<file path="config.mk">
export PLATFORM = sky130hd
export DESIGN_NAME = fit_policy_block_allocator_core_flat
export DESIGN_NICKNAME = d
export VERILOG_FILES = /design/src/hw/rtl/fpba_pkg.sv /design/src/hw/rtl/fpba_ifs.sv /design/src/hw/rtl/fpba_ctrl.sv /design/src/hw/rtl/fpba_dpath.sv /design/src/hw/rtl/fit_policy_block_allocator_core.sv /design/src/flat_wrapper.sv
export SDC_FILE = /design/constraint.sdc
export NUM_CORES = 1
export LEC_CHECK = 0
export ABC_CLOCK_PERIOD_IN_PS = 5800
export BUFFER_PORTS_ARGS = -buffer_cell sky130_fd_sc_hd__buf_4
export CORE_ASPECT_RATIO = 0.7
export CORE_MARGIN = 3
export CORE_UTILIZATION = 62
export CTS_CLUSTER_SIZE = 25
export DETAILED_ROUTE_END_ITERATION = 8
export PLACE_DENSITY = 0.89
export SYNTH_ARGS = -nofsm -noshare
export SYNTH_HDL_FRONTEND = slang
export SYNTH_HIERARCHICAL = 1
export SYNTH_SLANG_ARGS = --single-unit
</file>
<file path="constraint.sdc">
create_clock -name i_clk -period 5.8 [get_ports i_clk]
set_input_delay 0.58 -clock i_clk [delete_from_list [all_inputs] [get_ports i_clk]]
set_output_delay 0.58 -clock i_clk [all_outputs]
set_load 0.1 [all_outputs]
</file>
<file path="src/hw/rtl/fpba_pkg.sv">
// Package for the fit-policy block allocator.
// Table sizes, field widths, register codes, controller types.
// No dependencies.
`timescale 1ns / 1ps
`default_nettype none

package fpba_pkg;

    localparam int BLOCK_SLOTS = 16;
    localparam int SIZE_BITS   = 16;

    localparam int IDX_BITS = $clog2(BLOCK_SLOTS);
    localparam int CNT_BITS = $clog2(BLOCK_SLOTS + 1);

    localparam int MODE_W     = 1;
    localparam int IN_IDX_W   = 4;
    localparam int IN_SIZE_W  = 16;
    localparam int CFG_IDX_W  = 1;
    localparam int CFG_DATA_W = 5;
    localparam int POLICY_W   = 2;
    localparam int COUNT_W    = 5;

    localparam logic [CFG_IDX_W-1:0] CFG_POLICY      = 1'd0;
    localparam logic [CFG_IDX_W-1:0] CFG_BLOCK_COUNT = 1'd1;

    localparam logic [POLICY_W-1:0] POL_FIRST = 2'd0;
    localparam logic [POLICY_W-1:0] POL_BEST  = 2'd1;
    localparam logic [POLICY_W-1:0] POL_WORST = 2'd2;

    localparam logic [POLICY_W-1:0] POLICY_RST = POL_FIRST;
    localparam logic [COUNT_W-1:0]  COUNT_RST  = 5'd16;

    localparam logic [MODE_W-1:0] MODE_LOAD    = 1'b0;
    localparam logic [MODE_W-1:0] MODE_REQUEST = 1'b1;

    typedef enum logic [1:0] {
        ST_IDLE,
        ST_SCAN,
        ST_GRANT
    } t_state;

    typedef struct packed {
        logic load;
        logic start;
        logic step;
        logic grant;
    } t_cmd;

    typedef struct packed {
        logic limit_zero;
        logic last;
        logic out_busy;
    } t_sts;

endpackage

`default_nettype wire

</file>
<file path="src/hw/rtl/fpba_ifs.sv">
// Handshake channels of the allocator: input word, result word, config write.
// Depends on fpba_pkg.
`timescale 1ns / 1ps
`default_nettype none

interface fpba_in_if import fpba_pkg::*; ();
    logic                 valid;
    logic                 ready;
    logic [MODE_W-1:0]    mode;
    logic [IN_IDX_W-1:0]  block_index;
    logic [IN_SIZE_W-1:0] size;

    modport source (output valid, output mode, output block_index, output size, input ready);
    modport sink   (input valid, input mode, input block_index, input size, output ready);
endinterface

interface fpba_out_if import fpba_pkg::*; ();
    logic                 valid;
    logic                 ready;
    logic                 found;
    logic [IN_IDX_W-1:0]  granted_block;
    logic [IN_SIZE_W-1:0] size_before;

    modport source (output valid, output found, output granted_block, output size_before,
                    input ready);
    modport sink   (input valid, input found, input granted_block, input size_before,
                    output ready);
endinterface

interface fpba_cfg_if import fpba_pkg::*; ();
    logic                  valid;
    logic                  ready;
    logic [CFG_IDX_W-1:0]  index;
    logic [CFG_DATA_W-1:0] data;

    modport source (output valid, output index, output data, input ready);
    modport sink   (input valid, input index, input data, output ready);
endinterface

`default_nettype wire

</file>
<file path="src/hw/rtl/fpba_ctrl.sv">
// Allocator controller: accepts words, sequences the scan and the grant.
// Depends on fpba_pkg.
`timescale 1ns / 1ps
`default_nettype none

module fpba_ctrl import fpba_pkg::*; (
    input  wire               i_clk,
    input  wire               i_rst_n,
    input  wire               i_in_valid,
    input  wire [MODE_W-1:0]  i_in_mode,
    input  t_sts              i_sts,
    output logic              o_in_ready,
    output t_cmd              o_cmd
);

    t_state r_state;
    t_state n_state;

    always_ff @(posedge i_clk) begin
        if (!i_rst_n) begin
            r_state <= ST_IDLE;
        end else begin
            r_state <= n_state;
        end
    end

    always_comb begin
        n_state    = r_state;
        o_in_ready = 1'b0;
        o_cmd      = '0;
        case (r_state)
            ST_IDLE: begin
                o_in_ready = 1'b1;
                if (i_in_valid) begin
                    if (i_in_mode == MODE_LOAD) begin
                        o_cmd.load = 1'b1;
                    end else begin
                        o_cmd.start = 1'b1;
                        n_state     = ST_SCAN;
                    end
                end
            end
            ST_SCAN: begin
                if (i_sts.limit_zero) begin
                    n_state = ST_GRANT;
                end else begin
                    o_cmd.step = 1'b1;
                    if (i_sts.last) begin
                        n_state = ST_GRANT;
                    end
                end
            end
            ST_GRANT: begin
                if (!i_sts.out_busy) begin
                    o_cmd.grant = 1'b1;
                    n_state     = ST_IDLE;
                end
            end
            default: begin
                n_state = ST_IDLE;
            end
        endcase
    end

endmodule

`default_nettype wire

</file>
<file path="src/hw/rtl/fpba_dpath.sv">
// Allocator datapath: size table, taken marks, config registers, scan
// registers and the result register. Depends on fpba_pkg.
`timescale 1ns / 1ps
`default_nettype none

module fpba_dpath import fpba_pkg::*; (
    input  wire                   i_clk,
    input  wire                   i_rst_n,
    input  wire                   i_cfg_valid,
    input  wire [CFG_IDX_W-1:0]   i_cfg_index,
    input  wire [CFG_DATA_W-1:0]  i_cfg_data,
    input  wire [IN_IDX_W-1:0]    i_in_block_index,
    input  wire [IN_SIZE_W-1:0]   i_in_size,
    input  t_cmd                  i_cmd,
    output t_sts                  o_sts,
    input  wire                   i_out_ready,
    output logic                  o_out_valid,
    output logic                  o_out_found,
    output logic [IN_IDX_W-1:0]   o_out_granted_block,
    output logic [IN_SIZE_W-1:0]  o_out_size_before
);

    localparam int CMP_W = (SIZE_BITS > IN_SIZE_W) ? SIZE_BITS : IN_SIZE_W;

    logic [SIZE_BITS-1:0]   r_sizes [BLOCK_SLOTS];
    logic [BLOCK_SLOTS-1:0] r_taken;

    logic [POLICY_W-1:0]  r_policy;
    logic [COUNT_W-1:0]   r_block_count;

    logic [IN_SIZE_W-1:0] r_req;
    logic [CNT_BITS-1:0]  r_limit;
    logic [CNT_BITS-1:0]  r_k;
    logic                 r_hit;
    logic [IDX_BITS-1:0]  r_pick;
    logic [SIZE_BITS-1:0] r_best;

    logic                 r_out_valid;
    logic                 r_out_found;
    logic [IN_IDX_W-1:0]  r_out_block;
    logic [IN_SIZE_W-1:0] r_out_size;

    logic [IDX_BITS-1:0]  k_idx;
    logic [SIZE_BITS-1:0] cur_size;
    logic [CMP_W-1:0]     cur_x;
    logic [CMP_W-1:0]     best_x;
    logic [CMP_W-1:0]     req_x;
    logic                 fits;
    logic                 ff_take;
    logic                 take;
    logic                 load_ok;
    logic [IDX_BITS-1:0]  load_idx;
    logic [CNT_BITS-1:0]  limit_n;
    logic [CNT_BITS:0]    k_next;

    assign k_idx    = r_k[IDX_BITS-1:0];
    assign cur_size = r_sizes[k_idx];
    assign cur_x    = CMP_W'(cur_size);
    assign best_x   = CMP_W'(r_best);
    assign req_x    = CMP_W'(r_req);
    assign fits     = (cur_x >= req_x);
    assign ff_take  = (r_policy == POL_FIRST) && fits && !r_taken[k_idx];
    assign load_ok  = (32'(i_in_block_index) < 32'(BLOCK_SLOTS));
    assign load_idx = IDX_BITS'(i_in_block_index);
    assign limit_n  = (32'(r_block_count) > 32'(BLOCK_SLOTS)) ? CNT_BITS'(BLOCK_SLOTS)
                                                              : CNT_BITS'(r_block_count);
    assign k_next   = (CNT_BITS+1)'(r_k) + (CNT_BITS+1)'(1);

    always_comb begin
        case (r_policy)
            POL_FIRST: take = ff_take && !r_hit;
            POL_BEST:  take = fits && (!r_hit || (cur_x < best_x));
            POL_WORST: take = fits && (!r_hit || (cur_x > best_x));
            default:   take = 1'b0;
        endcase
    end

    assign o_sts.limit_zero = (r_limit == '0);
    assign o_sts.last       = (k_next >= (CNT_BITS+1)'(r_limit)) || ff_take;
    assign o_sts.out_busy   = r_out_valid && !i_out_ready;

    // config registers
    always_ff @(posedge i_clk) begin
        if (!i_rst_n) begin
            r_policy      <= POLICY_RST;
            r_block_count <= COUNT_RST;
        end else if (i_cfg_valid) begin
            case (i_cfg_index)
                CFG_POLICY:      r_policy      <= i_cfg_data[POLICY_W-1:0];
                CFG_BLOCK_COUNT: r_block_count <= i_cfg_data[COUNT_W-1:0];
                default:         r_policy      <= r_policy;
            endcase
        end
    end

    // size table, no reset
    always_ff @(posedge i_clk) begin
        if (i_cmd.load && load_ok) begin
            r_sizes[load_idx] <= SIZE_BITS'(i_in_size);
        end else if (i_cmd.grant && r_hit && (r_policy != POL_FIRST)) begin
            r_sizes[r_pick] <= SIZE_BITS'(best_x - req_x);
        end
    end

    always_ff @(posedge i_clk) begin
        if (!i_rst_n) begin
            r_taken <= '0;
        end else if (i_cmd.load && load_ok) begin
            r_taken[load_idx] <= 1'b0;
        end else if (i_cmd.grant && r_hit && (r_policy == POL_FIRST)) begin
            r_taken[r_pick] <= 1'b1;
        end
    end

    // scan registers
    always_ff @(posedge i_clk) begin
        if (!i_rst_n) begin
            r_hit <= 1'b0;
            r_k   <= '0;
        end else if (i_cmd.start) begin
            r_hit <= 1'b0;
            r_k   <= '0;
        end else if (i_cmd.step) begin
            r_k <= k_next[CNT_BITS-1:0];
            if (take) begin
                r_hit <= 1'b1;
            end
        end
    end

    always_ff @(posedge i_clk) begin
        if (i_cmd.start) begin
            r_req   <= i_in_size;
            r_limit <= limit_n;
        end
        if (i_cmd.step && take) begin
            r_pick <= k_idx;
            r_best <= cur_size;
        end
    end

    // result register
    always_ff @(posedge i_clk) begin
        if (!i_rst_n) begin
            r_out_valid <= 1'b0;
        end else if (i_cmd.grant) begin
            r_out_valid <= 1'b1;
        end else if (i_out_ready) begin
            r_out_valid <= 1'b0;
        end
    end

    always_ff @(posedge i_clk) begin
        if (i_cmd.grant) begin
            r_out_found <= r_hit;
            r_out_block <= r_hit ? IN_IDX_W'(r_pick) : '0;
            r_out_size  <= r_hit ? IN_SIZE_W'(r_best) : '0;
        end
    end

    assign o_out_valid         = r_out_valid;
    assign o_out_found         = r_out_found;
    assign o_out_granted_block = r_out_block;
    assign o_out_size_before   = r_out_size;

endmodule

`default_nettype wire

</file>
<file path="src/hw/rtl/fit_policy_block_allocator_core.sv">
// Top level of the fit-policy block allocator: controller plus datapath.
// Depends on fpba_pkg, fpba_ifs, fpba_ctrl, fpba_dpath.
//
//   channel  dir  fields                          word accepted when
//   i_in     in   mode, block_index, size         i_in.valid & i_in.ready
//   o_out    out  found, granted_block, size_before o_out.valid & o_out.ready
//   i_cfg    in   index, data                     i_cfg.valid (ready tied high)
//
// Load word: written to the table when accepted, no result. Request word: accepted,
// then one scan step per block (min(block_count,16), none when block_count is 0; first
// fit stops at its hit), then the grant. The scan reads one table entry per cycle.
// Reset clears the taken marks and config; sizes are undefined until loaded.
// A result waiting in the output register holds the next grant, and the input with it.
`timescale 1ns / 1ps
`default_nettype none

module fit_policy_block_allocator_core import fpba_pkg::*; (
    input  wire         i_clk,
    input  wire         i_rst_n,
    fpba_in_if.sink     i_in,
    fpba_out_if.source  o_out,
    fpba_cfg_if.sink    i_cfg
);

    t_cmd cmd;
    t_sts sts;

    assign i_cfg.ready = 1'b1;

    fpba_ctrl u_ctrl (
        .i_clk      (i_clk),
        .i_rst_n    (i_rst_n),
        .i_in_valid (i_in.valid),
        .i_in_mode  (i_in.mode),
        .i_sts      (sts),
        .o_in_ready (i_in.ready),
        .o_cmd      (cmd)
    );

    fpba_dpath u_dpath (
        .i_clk               (i_clk),
        .i_rst_n             (i_rst_n),
        .i_cfg_valid         (i_cfg.valid),
        .i_cfg_index         (i_cfg.index),
        .i_cfg_data          (i_cfg.data),
        .i_in_block_index    (i_in.block_index),
        .i_in_size           (i_in.size),
        .i_cmd               (cmd),
        .o_sts               (sts),
        .i_out_ready         (o_out.ready),
        .o_out_valid         (o_out.valid),
        .o_out_found         (o_out.found),
        .o_out_granted_block (o_out.granted_block),
        .o_out_size_before   (o_out.size_before)
    );

endmodule

`default_nettype wire

</file>
<file path="src/flat_wrapper.sv">
// flat-port wrapper written by rule: the top's interface ports become plain ports
module fit_policy_block_allocator_core_flat import fpba_pkg::*;
  (i_clk, i_rst_n, i_in_valid, i_in_mode, i_in_block_index, i_in_size, i_in_ready, o_out_valid, o_out_found, o_out_granted_block, o_out_size_before, o_out_ready, i_cfg_valid, i_cfg_index, i_cfg_data, i_cfg_ready);
  fpba_in_if i_in_i ();
  fpba_out_if o_out_i ();
  fpba_cfg_if i_cfg_i ();
  input  wire i_clk;
  input  wire i_rst_n;
  input wire logic [$bits(i_in_i.valid)-1:0] i_in_valid;
  input wire logic [$bits(i_in_i.mode)-1:0] i_in_mode;
  input wire logic [$bits(i_in_i.block_index)-1:0] i_in_block_index;
  input wire logic [$bits(i_in_i.size)-1:0] i_in_size;
  output wire logic [$bits(i_in_i.ready)-1:0] i_in_ready;
  output wire logic [$bits(o_out_i.valid)-1:0] o_out_valid;
  output wire logic [$bits(o_out_i.found)-1:0] o_out_found;
  output wire logic [$bits(o_out_i.granted_block)-1:0] o_out_granted_block;
  output wire logic [$bits(o_out_i.size_before)-1:0] o_out_size_before;
  input wire logic [$bits(o_out_i.ready)-1:0] o_out_ready;
  input wire logic [$bits(i_cfg_i.valid)-1:0] i_cfg_valid;
  input wire logic [$bits(i_cfg_i.index)-1:0] i_cfg_index;
  input wire logic [$bits(i_cfg_i.data)-1:0] i_cfg_data;
  output wire logic [$bits(i_cfg_i.ready)-1:0] i_cfg_ready;
  assign i_in_i.valid = i_in_valid;
  assign i_in_i.mode = i_in_mode;
  assign i_in_i.block_index = i_in_block_index;
  assign i_in_i.size = i_in_size;
  assign i_in_ready = i_in_i.ready;
  assign o_out_valid = o_out_i.valid;
  assign o_out_found = o_out_i.found;
  assign o_out_granted_block = o_out_i.granted_block;
  assign o_out_size_before = o_out_i.size_before;
  assign o_out_i.ready = o_out_ready;
  assign i_cfg_i.valid = i_cfg_valid;
  assign i_cfg_i.index = i_cfg_index;
  assign i_cfg_i.data = i_cfg_data;
  assign i_cfg_ready = i_cfg_i.ready;
  fit_policy_block_allocator_core u_core (.i_clk(i_clk), .i_rst_n(i_rst_n), .i_in(i_in_i), .o_out(o_out_i), .i_cfg(i_cfg_i));
endmodule
</file>
; ---- After elaboration in Yosys (flattened, before gate mapping)
; Memory sizes are Yosys's and may differ from the RTL's. A register that Yosys moved wholly into a read port is not among the register bits.
; Cells that the tools add are included.
[word_totals]
reg_bits = 94
mem_bits_rw = 256
inputBits = 32
out_inout_bits = 24
wordCells = 106
memories = 1
[mem_list]
columns = memory, words, width, rd, rd_clocked_by_memory_dff, write_ports, line
row1 = u_core.u_dpath.r_sizes, 16, 16, 1, 1, 1, fpba_dpath.sv:25  ; logic [SIZE_BITS-1:0] r_sizes [BLOCK_SLOTS];
[op_classes]
addsub = 2
n_lt_le_gt_ge = 10
n_eq_ne = 8
muxes = 36
bitwise_logic = 5
n_reduce_logical = 30
[op_table]
columns = cell, n
row1 = two-way mux 16 bit, 3
row2 = two-way mux 1 bit, 18
row3 = bitwise AND 16 bit, 1
row4 = >= comparator 16 bit, 1
row5 = greater-than comparator 16 bit, 1
row6 = less-than comparator 16 bit, 1
row7 = inverter 16 bit, 1
row8 = OR 16 bit, 1
row9 = OR reduction 16 bit, 1
row10 = subtractor 16 bit, 1
row11 = less-than comparator 4 x 5 -> 1 bit (second input constant), 3
row12 = two-way mux 2 bit, 7
row13 = logical AND 1 bit, 12
row14 = two-way mux 4 bit, 3
row15 = demux 1 bit (select 4 bit), 2
row16 = >= comparator 4 x 1 -> 1 bit (second input constant), 2
row17 = adder 5 x 1 -> 6 bit (second input constant), 1
row18 = >= comparator 6 x 5 -> 1 bit, 1
row19 = != test 2 bit (second input constant), 3
row20 = one-hot mux 2 bit (3 select lines), 1
row21 = AND reduction 2 bit, 3
row22 = nonzero test 2 bit, 3
row23 = greater-than comparator 5 bit (second input constant), 1
row24 = zero test 5 bit, 1
row25 = 11 further kinds, 19

; ---- Logic depth before layout (Yosys ltp)
[depth]
depth_word = 11
depth_mapped = 14

; ---- Modules after synthesis
; The synthesis kept the hierarchy.
[by_module_without_submodules]
columns = module, instances, cells_per_inst, area_per_inst_um2, seq_area_each_um2
row1 = fpba_dpath, 1, 920, 15242.1, 10229.8
row2 = fpba_ctrl, 1, 17, 120.1, 40.0
row3 = fit_policy_block_allocator_core, 1, 2, 11.3, 0.0

; ---- Worst setup path before layout
; OpenSTA, ideal clock, no wires.
[synth_path]
path_kind = register -> register
startpoint = register u_core.u_dpath.r_out_valid, in the netlist u_core/u_dpath/o_out_valid
endpoint = memory u_core.u_dpath.r_sizes[7][0], enable pin
setup_ps = 388
t_arrival_ps = 4638
slack_ps = 774
path_stages_with_launch = 10
n_path_buf = 1
path_cell_list = dfxtp_1 -> nor2b_1 -> nor3b_1 -> nand3b_1 -> nand2b_1 -> clkbuf_1 -> mux2_2 -> nand3_1 -> o21a_1 -> nor2_1
[synth_rtl]
columns = element, line
row1 = "start, declared", fpba_dpath.sv:38  ; logic r_out_valid;
row2 = "start signal, assigned", fpba_dpath.sv:145  ; r_out_valid <= 1'b0;
row3 = "start signal, assigned", fpba_dpath.sv:147  ; r_out_valid <= 1'b1;
row4 = "start signal, assigned", fpba_dpath.sv:149  ; r_out_valid <= 1'b0;
row5 = "end, declared", fpba_dpath.sv:25

==> impl_results.md <==
- First DRT Iteration DRCs: 1103
- Routed WL: 34.8 mm
- Drt via density: 6.52
- Post-synthesis cell type count: 57
- P&R area growth vs syn: 12.1%
- Unrepaired setup endpoints after global routing: false
- Worst-Margin Slew: 1.36 ns
- H-tree level count: 1
- Via count: 8876
- Die Span Y: 138 um
- CORE AREA: 24000 sq um
- Period minus WS final: 4.49 ns
- CTS tree: yes
- Sequential share of power: 55.6%
- FP Rows: 47
- Post-synth EDFFs: 318
- Pwr per Cell Area: 296 nW/um^2
- DRC: 0
- Grt total ovfl: 0
- Setup ws final: 1.31 ns
- Post-DR wirelength/cell: 25.6 um
- Clock share of power: 38.0%
- Mux contribution to synthesized area: 13.0%
- Pre-CTS setup slack: 1.33 ns
- IO buf count: 54
- Min-delay worst type: in2reg
- Adder-cell share of the synthesized area: 4.69%
- Post-Synth XOR/XNOR Area: 1.20%
- 1st-pass router iterations: 5
- Setup crit start kind: flip-flop
- Clock buffer count from CTS: 31
- DP HPWL: 21.9 mm
- Initial core utilization: 64.1%
- Clk sinks: 354
- Overall Power: 5.10 mW
- Root Driver: clkbuf_16
- Combinational share of power: 6.3%
- Post-Syn Area: 15400 sq um
- Max-cap viol count: 0
- Worst-path clk slew: 0.06 ns
- Postcts setup bufs: 0
- Worst vdd ir: 0.000269 V
- Die area: 26800 sq um
- Initial antenna violation count: 1
- Clock skew: 0.0120 ns
- Post-synthesis compound-gate area fraction: 5.60%
- Hold WS: 0.188 ns
- Global placer's final weighted congestion: 0.932
- Ys flop type: edfxtp_1
- CP Class: reg2reg
- Clk_lat worst skew: 0.58 ns
- Fmax: 223 MHz
- Post-CTS sizing: 0
- Fin area: 17200 sq um
- Commonest non-fill, non-tap cell in the layout: edfxtp_1
- Req. time, crit path: 6.08 ns
- ANT cells: 0
- Largest family of logic cells by synthesized area: multiplexers
- Hold Violations, Final: 0
- Post-Syn Nets: 1028
- Cts-stage hold buffer count: 0
- Cell-internal power: 3.99 mW
- Crit path DAT: 4.77 ns
- Antenna-violating nets left: 0
- Static Leak: 5.95 nW
- CP Capture Type: flip-flop
- Clk buf depth: 3
- Ys Warns: 6
- Status: finished, final reports clean
- Nets: 1107
- Hold path cells: 1
- Synth Register Bits: 354
- Slew Viols, Final: 0
- Num ports: 56
- Non-Filler Instances: 1361
- Switch Pwr: 1.11 mW
- GRT Total Usage: 26.5%
- Post-synth ARST share: 0%
- Share of cells above drive strength 1: 20.8%
- Largest net degree at the start of global routing: 65
- Post-Place Cells: 1302
- Global-route wire length before repair: 52.6 mm
- Part of the Yosys area used for sequential elements: 66.8%
- Slew headroom: 8.80%
- Finish-stage setup viols: 0
- DP Area: 16200 sq um
- Number of global-route vias before repair: 8682
- Cells after synthesis: 939
- R2r worst-path depth: 10
- Final Core Density: 71.8%
- Synthesized area per cell: 16.4 sq um
- Most frequent cells in the layout: 318 x edfxtp_1, 82 x mux4_2, 81 x buf_4, 59 x nor2_1, 56 x ha_1
- Setup_tns: 0 ns
- Net Sw Frac: 21.7%
- Post-Synth Simple-Gate Area: 6.62%
- Die Width: 194 um
- Final worst path period share: 77.4%
- Max Fanout on Critical Path: 64
-- registers in the layout (all words and copies together), names as in the netlist, named ones only --
name and flops:
u_core/u_dpath/r_req 16, u_core/u_dpath/o_out_valid 1, u_core/u_dpath/o_out_granted_block 4, u_core/u_dpath/r_pick 4, u_core/u_dpath/r_limit 5, u_core/u_dpath/r_block_count 5, u_core/u_dpath/r_policy 2, u_core/u_dpath/o_out_found 1
u_core/u_dpath/r_sizes 256, u_core/u_dpath/best_x 16, u_core/u_ctrl/r_state 2, u_core/u_dpath/r_k 5, u_core/u_dpath/r_taken 16, u_core/u_dpath/r_hit 1, u_core/u_dpath/o_out_size_before 16
-- critical path, stage by stage (launching register included) --
cell and delay [ns]:
dfxtp_2 0.32, buf_4 0.69, mux4_2 0.42, mux4_2 0.60, ha_1 0.39, nand4_1 0.12
a2111oi_0 0.45, o221a_1 0.32, o21ai_1 0.10, a31oi_2 0.41, buf_4 0.30
-- area by class of cell --
type	count	area, sq um
timing repair buffer	83	639
clock inverter	16	86.3
clock buffer	42	870
fill	1438	6770
sequential	354	10300
tap	318	398
multi-input combinational	506	4800
inverter	42	158
-- layer usage --
metal	GRT usage, %	routed length (um)
met1	39.0	14300
met2	41.9	16000
met3	6.01	3780
met4	5.30	648
met5	0	28
-- power groups by stage --
stage,logic [mW],clock network (mW),registers (mW)
final,0.323,1.94,2.84
after global routing,0.351,2.08,2.84
after CTS,0.318,1.98,2.84
after detailed placement,0.315,0,2.89
after global placement,0.304,0,2.89
after floorplan,0.216,0,2.88
-- path summary, 6_finish.rpt --
kind / slack, ns / from / endpoint
max reg2reg: 1.31 / flip-flop / u_core/u_dpath/best_x[1]
min reg2reg: 0.48 / u_core/u_dpath/r_block_count[2] / u_core/u_dpath/r_block_count[2]
min: 0.19 / i_in_size[0] / u_core/u_dpath/r_req[0]
max: 1.31 / flip-flop / u_core/u_dpath/best_x[1]
-- logic make-up after synthesis --
kind of cell / Yosys count
DFF: 354
AOI/OAI and AO/OA: 129
and+or+nand+nor: 205
muxes: 93
buffers and inverters: 79
other: 1
xor gates and xnor gates: 21
adders and majority gates: 57
-- Yosys cell counts (2+ instances only) --
cell       number  area [sq um]
edfxtp_1      318          9550
mux4_2         82          1850
nor2_1         59           221
ha_1           56           701
nand2_1        46           173
inv_1          42           158
dfxtp_1        36           721
a21oi_1        31           155
and2_1         23           144
clkbuf_1       21          78.8
o21ai_0        18          90.1
o21ai_1        17          85.1
nand2b_1       14          87.6
nor2b_1        14          87.6
nand3_1        12          60.1
xnor2_1        11          96.3
buf_2          10          50.1
xor2_1         10          87.6
nand4_1         8          50.1
nor3_1          8          40.0
a31oi_1         7          43.8
mux2i_1         7          70.1
o21a_1          7          52.6
o221a_1         7          78.8
a211oi_1        6          45.0
a21o_1          6          45.0
nand3b_1        6          45.0
nor3b_1         6          45.0
a21boi_0        5          37.5
a21boi_1        5          37.5
and3_1          4          25.0
o31ai_1         4          30.0
buf_1           3          11.3
a2111oi_0       2          17.5
a211o_1         2          17.5
a41oi_1         2          17.5
buf_4           2          15.0
mux4_1          2          52.6
o211ai_1        2          15.0
Power figures use the tool's default switching activity.
